**src/design/slpg_pkg.sv**
```systemverilog
package slpg_pkg;

  localparam logic [1:0] CMD_TICK = 2'd0;
  localparam logic [1:0] CMD_DISK = 2'd1;
  localparam logic [1:0] CMD_LINK = 2'd2;
  localparam logic [1:0] CMD_NOP  = 2'd3;

  localparam logic [1:0] MODE_NOINIT  = 2'd0;
  localparam logic [1:0] MODE_DOWN    = 2'd1;
  localparam logic [1:0] MODE_UP      = 2'd2;
  localparam logic [1:0] MODE_ERASING = 2'd3;

  localparam logic [23:0] COLOR_OFF       = 24'h000000;
  localparam logic [23:0] COLOR_BRIGHT    = 24'h008000;
  localparam logic [23:0] COLOR_DIM       = 24'h000200;
  localparam logic [23:0] COLOR_IDLE      = 24'h001000;
  localparam logic [23:0] COLOR_NOINIT    = 24'h002000;
  localparam logic [23:0] COLOR_LINK_ACT  = 24'h800000;
  localparam logic [23:0] COLOR_LINK_IDLE = 24'h100000;

  localparam logic [2:0] PULSE_TICKS = 3'd5;

endpackage

```
**src/design/status_led_pattern_generator.sv**
```systemverilog
// Throughput: one input beat per cycle, unless a tick beat in the input
// register waits on a stalled output; status beats produce no output beat.
// An input register feeds short logic into an output register; both stall
// together only when a color beat waits and out_tready is low.
// Reset: synchronous, active low on rst_n; clears both modes, pending flags,
// tick counters and all valid flags.
module status_led_pattern_generator (
  input  logic        clk,
  input  logic        rst_n,
  input  logic        in_tvalid,
  output logic        in_tready,
  input  logic [7:0]  in_tdata,   // [1:0] status, [2] xchange, [7:3] zero
  input  logic [1:0]  in_tuser,   // [1:0] cmd
  output logic        out_tvalid,
  input  logic        out_tready,
  output logic [23:0] out_tdata   // [23:0] grb_color
);

  logic       s1_valid_r;
  logic [1:0] s1_cmd_r;
  logic [1:0] s1_status_r;
  logic       s1_xchange_r;

  logic [1:0] disk_mode_r, disk_mode_nxt;
  logic [1:0] link_mode_r, link_mode_nxt;
  logic       disk_pend_r, disk_pend_nxt;
  logic       link_pend_r, link_pend_nxt;
  logic [4:0] disk_ticks_r, disk_ticks_nxt;
  logic [2:0] link_ticks_r, link_ticks_nxt;

  logic        out_valid_r;
  logic [23:0] out_color_r;

  logic        is_tick;
  logic        out_load;
  logic        s1_adv;
  logic [5:0]  disk_inc;
  logic [4:0]  disk_cnt;
  logic [2:0]  link_cnt;
  logic [23:0] color;

  assign is_tick   = (s1_cmd_r == slpg_pkg::CMD_TICK);
  assign out_load  = !out_valid_r || out_tready;
  assign s1_adv    = s1_valid_r && (!is_tick || out_load);
  assign in_tready = !s1_valid_r || s1_adv;
  assign disk_inc  = {1'b0, disk_ticks_r} + 6'd1;

  always_comb begin
    disk_mode_nxt  = disk_mode_r;
    link_mode_nxt  = link_mode_r;
    disk_pend_nxt  = disk_pend_r;
    link_pend_nxt  = link_pend_r;
    disk_ticks_nxt = disk_ticks_r;
    link_ticks_nxt = link_ticks_r;
    disk_cnt       = disk_ticks_r;
    link_cnt       = link_ticks_r;
    color          = slpg_pkg::COLOR_OFF;

    unique case (disk_mode_r)
      slpg_pkg::MODE_ERASING: begin
        if (disk_inc >= 6'd30) begin
          disk_cnt = 5'(disk_inc - 6'd30);
        end else if (disk_inc >= 6'd20) begin
          disk_cnt = 5'(disk_inc - 6'd20);
        end else if (disk_inc >= 6'd10) begin
          disk_cnt = 5'(disk_inc - 6'd10);
        end else begin
          disk_cnt = disk_inc[4:0];
        end
        color = (disk_cnt < 5'd5) ? slpg_pkg::COLOR_BRIGHT : slpg_pkg::COLOR_OFF;
      end
      slpg_pkg::MODE_DOWN: begin
        color = slpg_pkg::COLOR_DIM;
      end
      slpg_pkg::MODE_UP: begin
        if (disk_pend_r) begin
          disk_cnt = {2'b00, slpg_pkg::PULSE_TICKS};
        end
        if (disk_cnt != 5'd0) begin
          disk_cnt = disk_cnt - 5'd1;
          color    = slpg_pkg::COLOR_BRIGHT;
        end else begin
          color = slpg_pkg::COLOR_IDLE;
        end
      end
      slpg_pkg::MODE_NOINIT: begin
        disk_cnt = (disk_inc >= 6'd20) ? 5'(disk_inc - 6'd20) : disk_inc[4:0];
        color = (disk_cnt < 5'd3) ? slpg_pkg::COLOR_NOINIT : slpg_pkg::COLOR_DIM;
      end
    endcase

    if (link_mode_r == slpg_pkg::MODE_UP) begin
      if (link_pend_r) begin
        link_cnt = slpg_pkg::PULSE_TICKS;
      end
      if (link_cnt != 3'd0) begin
        link_cnt = link_cnt - 3'd1;
        color    = color | slpg_pkg::COLOR_LINK_ACT;
      end else begin
        color = color | slpg_pkg::COLOR_LINK_IDLE;
      end
    end

    if (s1_adv) begin
      unique case (s1_cmd_r)
        slpg_pkg::CMD_TICK: begin
          disk_ticks_nxt = disk_cnt;
          if (disk_mode_r == slpg_pkg::MODE_UP) begin
            disk_pend_nxt = 1'b0;
          end
          if (link_mode_r == slpg_pkg::MODE_UP) begin
            link_ticks_nxt = link_cnt;
            link_pend_nxt  = 1'b0;
          end
        end
        slpg_pkg::CMD_DISK: begin
          disk_mode_nxt = s1_status_r;
          disk_pend_nxt = s1_xchange_r;
        end
        slpg_pkg::CMD_LINK: begin
          link_mode_nxt = s1_status_r;
          link_pend_nxt = s1_xchange_r;
        end
        slpg_pkg::CMD_NOP: begin
        end
      endcase
    end
  end

  always_ff @(posedge clk) begin
    if (!rst_n) begin
      s1_valid_r   <= 1'b0;
      out_valid_r  <= 1'b0;
      disk_mode_r  <= slpg_pkg::MODE_NOINIT;
      link_mode_r  <= slpg_pkg::MODE_NOINIT;
      disk_pend_r  <= 1'b0;
      link_pend_r  <= 1'b0;
      disk_ticks_r <= 5'd0;
      link_ticks_r <= 3'd0;
    end else begin
      disk_mode_r  <= disk_mode_nxt;
      link_mode_r  <= link_mode_nxt;
      disk_pend_r  <= disk_pend_nxt;
      link_pend_r  <= link_pend_nxt;
      disk_ticks_r <= disk_ticks_nxt;
      link_ticks_r <= link_ticks_nxt;
      if (in_tready) begin
        s1_valid_r <= in_tvalid;
      end
      if (out_load) begin
        out_valid_r <= s1_adv && is_tick;
      end
    end
  end

  always_ff @(posedge clk) begin
    if (in_tready && in_tvalid) begin
      s1_cmd_r     <= in_tuser;
      s1_status_r  <= in_tdata[1:0];
      s1_xchange_r <= in_tdata[2];
    end
    if (out_load && s1_adv && is_tick) begin
      out_color_r <= color;
    end
  end

  assign out_tvalid = out_valid_r;
  assign out_tdata  = out_color_r;

endmodule

```
**config.mk**
```make
export PLATFORM = sky130hd
export DESIGN_NAME = status_led_pattern_generator
export DESIGN_NICKNAME = d
export VERILOG_FILES = /design/src/design/slpg_pkg.sv /design/src/design/status_led_pattern_generator.sv
export SDC_FILE = /design/constraint.sdc
export NUM_CORES = 1
export LEC_CHECK = 0
export BUFFER_PORTS_ARGS = -buffer_cell sky130_fd_sc_hd__buf_2
export CORE_ASPECT_RATIO = 0.6
export CORE_UTILIZATION = 40
export DETAILED_ROUTE_END_ITERATION = 10
export MAX_ROUTING_LAYER = met4
export SYNTH_ARGS = -nofsm -noshare
export SYNTH_HDL_FRONTEND = slang
export SYNTH_SLANG_ARGS = --single-unit
```
**constraint.sdc**
```tcl
create_clock -name clk -period 4.3 [get_ports clk]
set_input_delay 0.215 -clock clk [delete_from_list [all_inputs] [get_ports clk]]
set_output_delay 0.215 -clock clk [all_outputs]
set_load 0.1 [all_outputs]
```
==> results of run 1 <==
-- final cells by class --
type	count	area (um2)	share of cell area, %
multi-input cells	195	1380	59.8
flip-flops and latches	27	651	28.3
repair buffers	19	103	4.46
well taps	66	82.6	3.59
clock buffers	3	41.3	1.80
inverters	11	41.3	1.80
clock inverters	1	5.00	0.218
-- worst max-delay path, stage by stage (launching register included) --
cell and delay, ps:
dfxtp_1 390, ha_1 460, xor2_4 290, inv_1 110, ha_1 310, a22oi_1 210
a211oi_2 120, or2_1 350, a21oi_2 190, xnor2_2 150, a21boi_2 80, o31ai_1 350
-- routing by layer --
metal	wire [um]	global-route usage [%]
met1	2640	28.9
met2	1610	21.2
met3	387	3.27
met4	14	1.92
met5	0	-
-- synthesized netlist by cell type, drive strengths merged (2+ instances only) --
master   number  share of area [%]
o211ai        4                1.6
a21boi       12                4.2
o21a          5                1.7
xnor2         7                3.9
nand3        15                4.1
dfxtp        16                 14
clkbuf        2               0.34
nor2         15                2.5
and2          4                1.1
o21ai        16                3.8
a221oi        2               0.79
xor2          2                1.6
inv          11                1.9
nand3b        2               0.68
a211oi        3                1.2
nand4         2               0.84
buf          27                9.5
nand2b        7                2.0
o31ai         3                1.0
a21oi         8                2.1
and3b         2               0.79
edfxtp       11                 15
nor2b        11                3.1
nand2        18                3.0
ha           11                6.2
nor3          5                1.6
o2111ai       2               0.79
-- path summary, 6_finish.rpt --
| kind | endpoint | from | cells after the start | slack [ps] |
|---|---|---|---|---|
| worst max-delay path | out_tdata[15]$_DFFE_PP_ | disk_ticks_r[0]$_SDFFE_PN0P_ | 11 | 1090 |
| worst min-delay path | s1_cmd_r[1]$_DFFE_PP_ | in_tuser[1] | 1 | 110 |
| worst max register to register | out_tdata[15]$_DFFE_PP_ | disk_ticks_r[0]$_SDFFE_PN0P_ | 11 | 1090 |
| worst min register to register | link_ticks_r[2]$_SDFFE_PN0P_ | link_ticks_r[2]$_SDFFE_PN0P_ | 2 | 470 |
-- logic make-up after synthesis --
group	after synthesis	share of synthesized area, %
simple gates	90	23.9
fa+ha+maj	11	6.19
buf+inv	40	11.7
other cells	1	0.169
flops	27	29.3
compound gates	66	22.1
mux	1	1.01
xor+xnor	9	5.57
-- registers in the layout (all words and copies together), names as in the netlist --
name          count
s1_status_r       2
out_tdata         6
s1_cmd_r          2
link_pend_r       1
disk_mode_r       2
link_ticks_r      3
out_tvalid        1
disk_ticks_r      5
link_mode_r       2
s1_xchange_r      1
disk_pend_r       1
s1_valid_r        1
-- where the power goes --
part           internal (mW)  leakage, nW  switching (mW)
Clock                 0.0650       0.0255          0.0803
Combinational         0.0364        0.627           0.123
Sequential             0.274        0.236          0.0109
-- stage by stage --
| stage | utilization [%] | hold WS, ps | area [um2] | cells |
|---|---|---|---|---|
| 2_1_floorplan | - | 314 | 2290 | 262 |
| 3_3_place_gp | 43.3 | 393 | 2250 | 318 |
| 3_5_place_dp | 43.3 | 394 | 2250 | 318 |
| 4_1_cts | 44.2 | 106 | 2300 | 322 |
| 5_1_grt | 44.2 | 90.5 | 2300 | 322 |
| 6_report | 44.2 | 106 | 2300 | 322 |
==> flow_summary.ini, run 1 <==
[logic_synthesis]
synthArstFlopShare_pct = 0
synthFlopType = dfxtp_1
ys_types = 64
avgSynthCellArea_um2 = 9.07
synth_area_um2 = 2220
ys_seq_elements = 27
syn-instance-count = 245
ys_seq_area_share_pct = 29.3
synth_edf_count = 11
yosysWarnings = 0

[worst_setup_path]
required_ps = 4360
cp.arrival_ps = 3270
crit_type = flop to flop
start_kind = flop
end_kind = flop
cp_max_fo = 8

[floorplanning]
dieArea_um2 = 5870
io_pins = 40
fp.dieW_um = 98.2
rows = 20
core_um2 = 5200
die_h_um = 59.7
initial_utilization_pct = 42.7

[timing]
hold_viol = 0
max_freq_mhz = 311
grt_setup_unrepaired = false
fin_crit_ps = 3210
setup_violations = 0
period_share_pct = 74.8
tightest_slew_ps = 813
finClkSkew_ps = 9.17
fin_setup_tns_ps = 0
maxSlewHeadroom_pct = 45.7
report.final.slew_viol_count = 0
setup_ws_ps = 1090

[clock_tree]
cts_setup_buffers = 0
cts_tree = done
clock-sinks = 27
cts_max_level = 1
cts_root_buf = clkbuf_8
clk_latency_ps = 280
cts_resized = 0
cts-buffers-inserted = 3
postCtsHoldBufs = 0
clk_pin_slew_worst_paths_ps = 100
cts_buffer_depth = 2

[pwr]
powerDensity_nw_per_um2 = 257
p_leak_nw = 0.889
power.total_mw = 0.590
ir_drop_uv = 112

[cells_and_area]
num_antenna_cells = 0
area_growth_pct = 3.43
drive_above_1_share_pct = 16.8
final_cell_mix = nand2_1 (18), conb_1 (18), dfxtp_1 (16), buf_2 (16)
layout.nets = 282
nFillCells = 496

[placed_design]
detailedPlace.worstSlack_ps = 1160
gp_congestion = 0.845
dpl.hpwl_mm = 3.48
io_buffer_count = 16

[route]
drtIter0Drc = 191
drt-wirelength-per-cell_um = 14.4
viasPerCell = 5.43
ant_nets = 0
drcViolationCount = 0
routed-via-count = 1748
wirelength_mm = 4.65
dr.pass1.iters = 6

[run_status]
status = completed

[job]
drv_cap = 0

[global_routing]
antenna_found_initial = 0
grt_first_pass_wirelength_mm = 7.69
grt_max_degree = 19
grt_overflow = 0
grt_pass1_vias = 1422
grt_use_total_pct = 17.5

[min_path]
hold_path.class = input pin to flop
No activity file was read; power rests on OpenSTA's default activity.
==> run 2, diff against run 1 <==
clock period = 2.65 ns   (was 4.3 ns; I/O delays follow)
==> run 2 against run 1 <==
  * Via count grew 3.4%
  * Total power rose by 67%
  * Flip-flop and latch count is the same
  * Largest power group unchanged
  * Sequential power increased by 61%
  * Core utilization rose by 5.5 points
  * First-iteration DRC count decreased by 29%
  * Clock skew fell by 6.4 ps
  * Critical path depth grew 1
  * Worst hold slack worse by 73 ps
  * Combinational power increased by 86%
  * Register-to-register slack worse by 990 ps
==> flow_summary.ini, run 2 (synthesis gave the netlist of run 1 again) <==
[run_status]
status = completed

[global_routing]
grt_max_degree = 18
grt_first_pass_wirelength_mm = 8.11
grt_use_total_pct = 18.4
antenna_found_initial = 0
grt_overflow = 0
grt_pass1_vias = 1547

[worst_setup_path]
end_kind = flop
cp_num_buf_inv = 3
critPathTopFamily = compound AO/OA/AOI/OAI gates
required_ps = 2670
crit_type = flop to flop
slowest_stage = a2111o_1
critPathMaxStageDelay_ps = 450
path_cells = ha_2 > xor2_4 > inv_1 > buf_4 > ha_1 > nand2_2 > buf_4 > nand3_1 > a2111o_1 > o211ai_2 > a21boi_2 > o31ai_1
cp_max_fo = 5
cp.arrival_ps = 2570
start_kind = flop
crit_top_cell = buf_4

[floorplanning]
die_h_um = 59.7
rows = 20
core_um2 = 5200
fp.dieW_um = 98.2
io_pins = 40
dieArea_um2 = 5870
initial_utilization_pct = 42.7

[clock_tree]
clock-sinks = 27
cts-buffers-inserted = 3
cts_tree = done
cts_buffer_depth = 2
clk_latency_ps = 270
cts_max_level = 1
clk_pin_slew_worst_paths_ps = 90
cts_root_buf = clkbuf_8

[cells_and_area]
area_growth_pct = 16.2
final_core_util_pct = 49.6
final_cell_mix = buf_4 (28), conb_1 (18), nand2_1 (17), buf_2 (16)
nFillCells = 481
layout.nets = 310
layout_commonest_cell = buf_4
num_antenna_cells = 0
largest_reg_flops = 6
drive_above_1_share_pct = 28.2

[timing]
setup_violations = 0
period_share_pct = 96.3
max_freq_mhz = 392
fin_setup_tns_ps = 0
hold_viol = 0
finClkSkew_ps = 2.79
fin_crit_ps = 2550
report.final.slew_viol_count = 0

[route]
drtIter0Drc = 135
viasPerCell = 5.17
wirelength_mm = 4.90
drcViolationCount = 0
dr.pass1.iters = 6
drt-wirelength-per-cell_um = 14.0
ant_nets = 0
routed-via-count = 1808

[placed_design]
gp_congestion = 0.839
io_buffer_count = 16
dpl.hpwl_mm = 3.76

[pwr]
powerDensity_nw_per_um2 = 381
p_leak_nw = 1.04
ir_drop_uv = 229

[job]
drv_cap = 0

[min_path]
hold_path.class = input pin to flop
==> run 2: worst paths after layout <==
check | startpoint | end | slack [ps] | depth (start not counted)
setup / recovery | disk_ticks_r[0]$_SDFFE_PN0P_ | out_tdata[15]$_DFFE_PP_ | 100 | 12
hold / removal | in_tdata[1] | s1_status_r[1]$_DFFE_PP_ | 30 | 1
setup reg to reg | disk_ticks_r[0]$_SDFFE_PN0P_ | out_tdata[15]$_DFFE_PP_ | 100 | 12
hold reg to reg | link_mode_r[1]$_SDFFE_PN0P_ | link_mode_r[1]$_SDFFE_PN0P_ | 460 | 2
==> run 2: power by group <==
part | total (mW) | leakage [nW] | internal [mW] | switching [mW]
registers | 0.458 | 0.237 | 0.445 | 0.0130
logic | 0.296 | 0.779 | 0.0822 | 0.214
clock network | 0.230 | 0.0228 | 0.108 | 0.122
==> run 2: layout make-up <==
type                    instances  area, um2  area share, %
inverters                      11       41.3           1.60
flip-flops and latches         27        652           25.2
clock buffers                   4       45.0           1.74
repair buffers                 47        333           12.9
well taps                      66       82.6           3.20
multi-input cells             195       1430           55.3
==> run 2: layer usage <==
layer | wire (um) | global-route usage, % | up-vias
li1 | - | - | 929
met1 | 2870 | 30.4 | 812
met2 | 1750 | 22.4 | 65
met3 | 270 | 3.16 | 2
met4 | 14 | 1.92 | 0
met5 | 0 | - | -
==> run 2: repair_timing <==
item                       CTS  global route
hold buffers                 0             0
setup buffers                0             2
setup endpoints to repair    0             4
gates resized for setup      0            13
==> run 2: worst register-to-register path, delay by kind of cell, from the launching register on <==
family | cells | cell delay, ps
flops | 1 | 370
compound gates | 4 | 790
fa+ha+maj | 2 | 420
buf+inv | 3 | 350
xor+xnor | 1 | 180
simple gates | 2 | 190
==> run 2: stage by stage <==
step	setup WS [ps]	power [mW]	hold WS [ps]	area, um2	instances
3_5_place_dp	23.4	0.751	311	2450	344
3_3_place_gp	78.6	0.749	310	2450	344
2_1_floorplan	44.3	0.720	231	2290	262
6_report	96.8	0.984	33.1	2580	350
4_1_cts	0.161	0.982	26.2	2490	348
5_1_grt	-10.1	1.03	20.7	2580	350
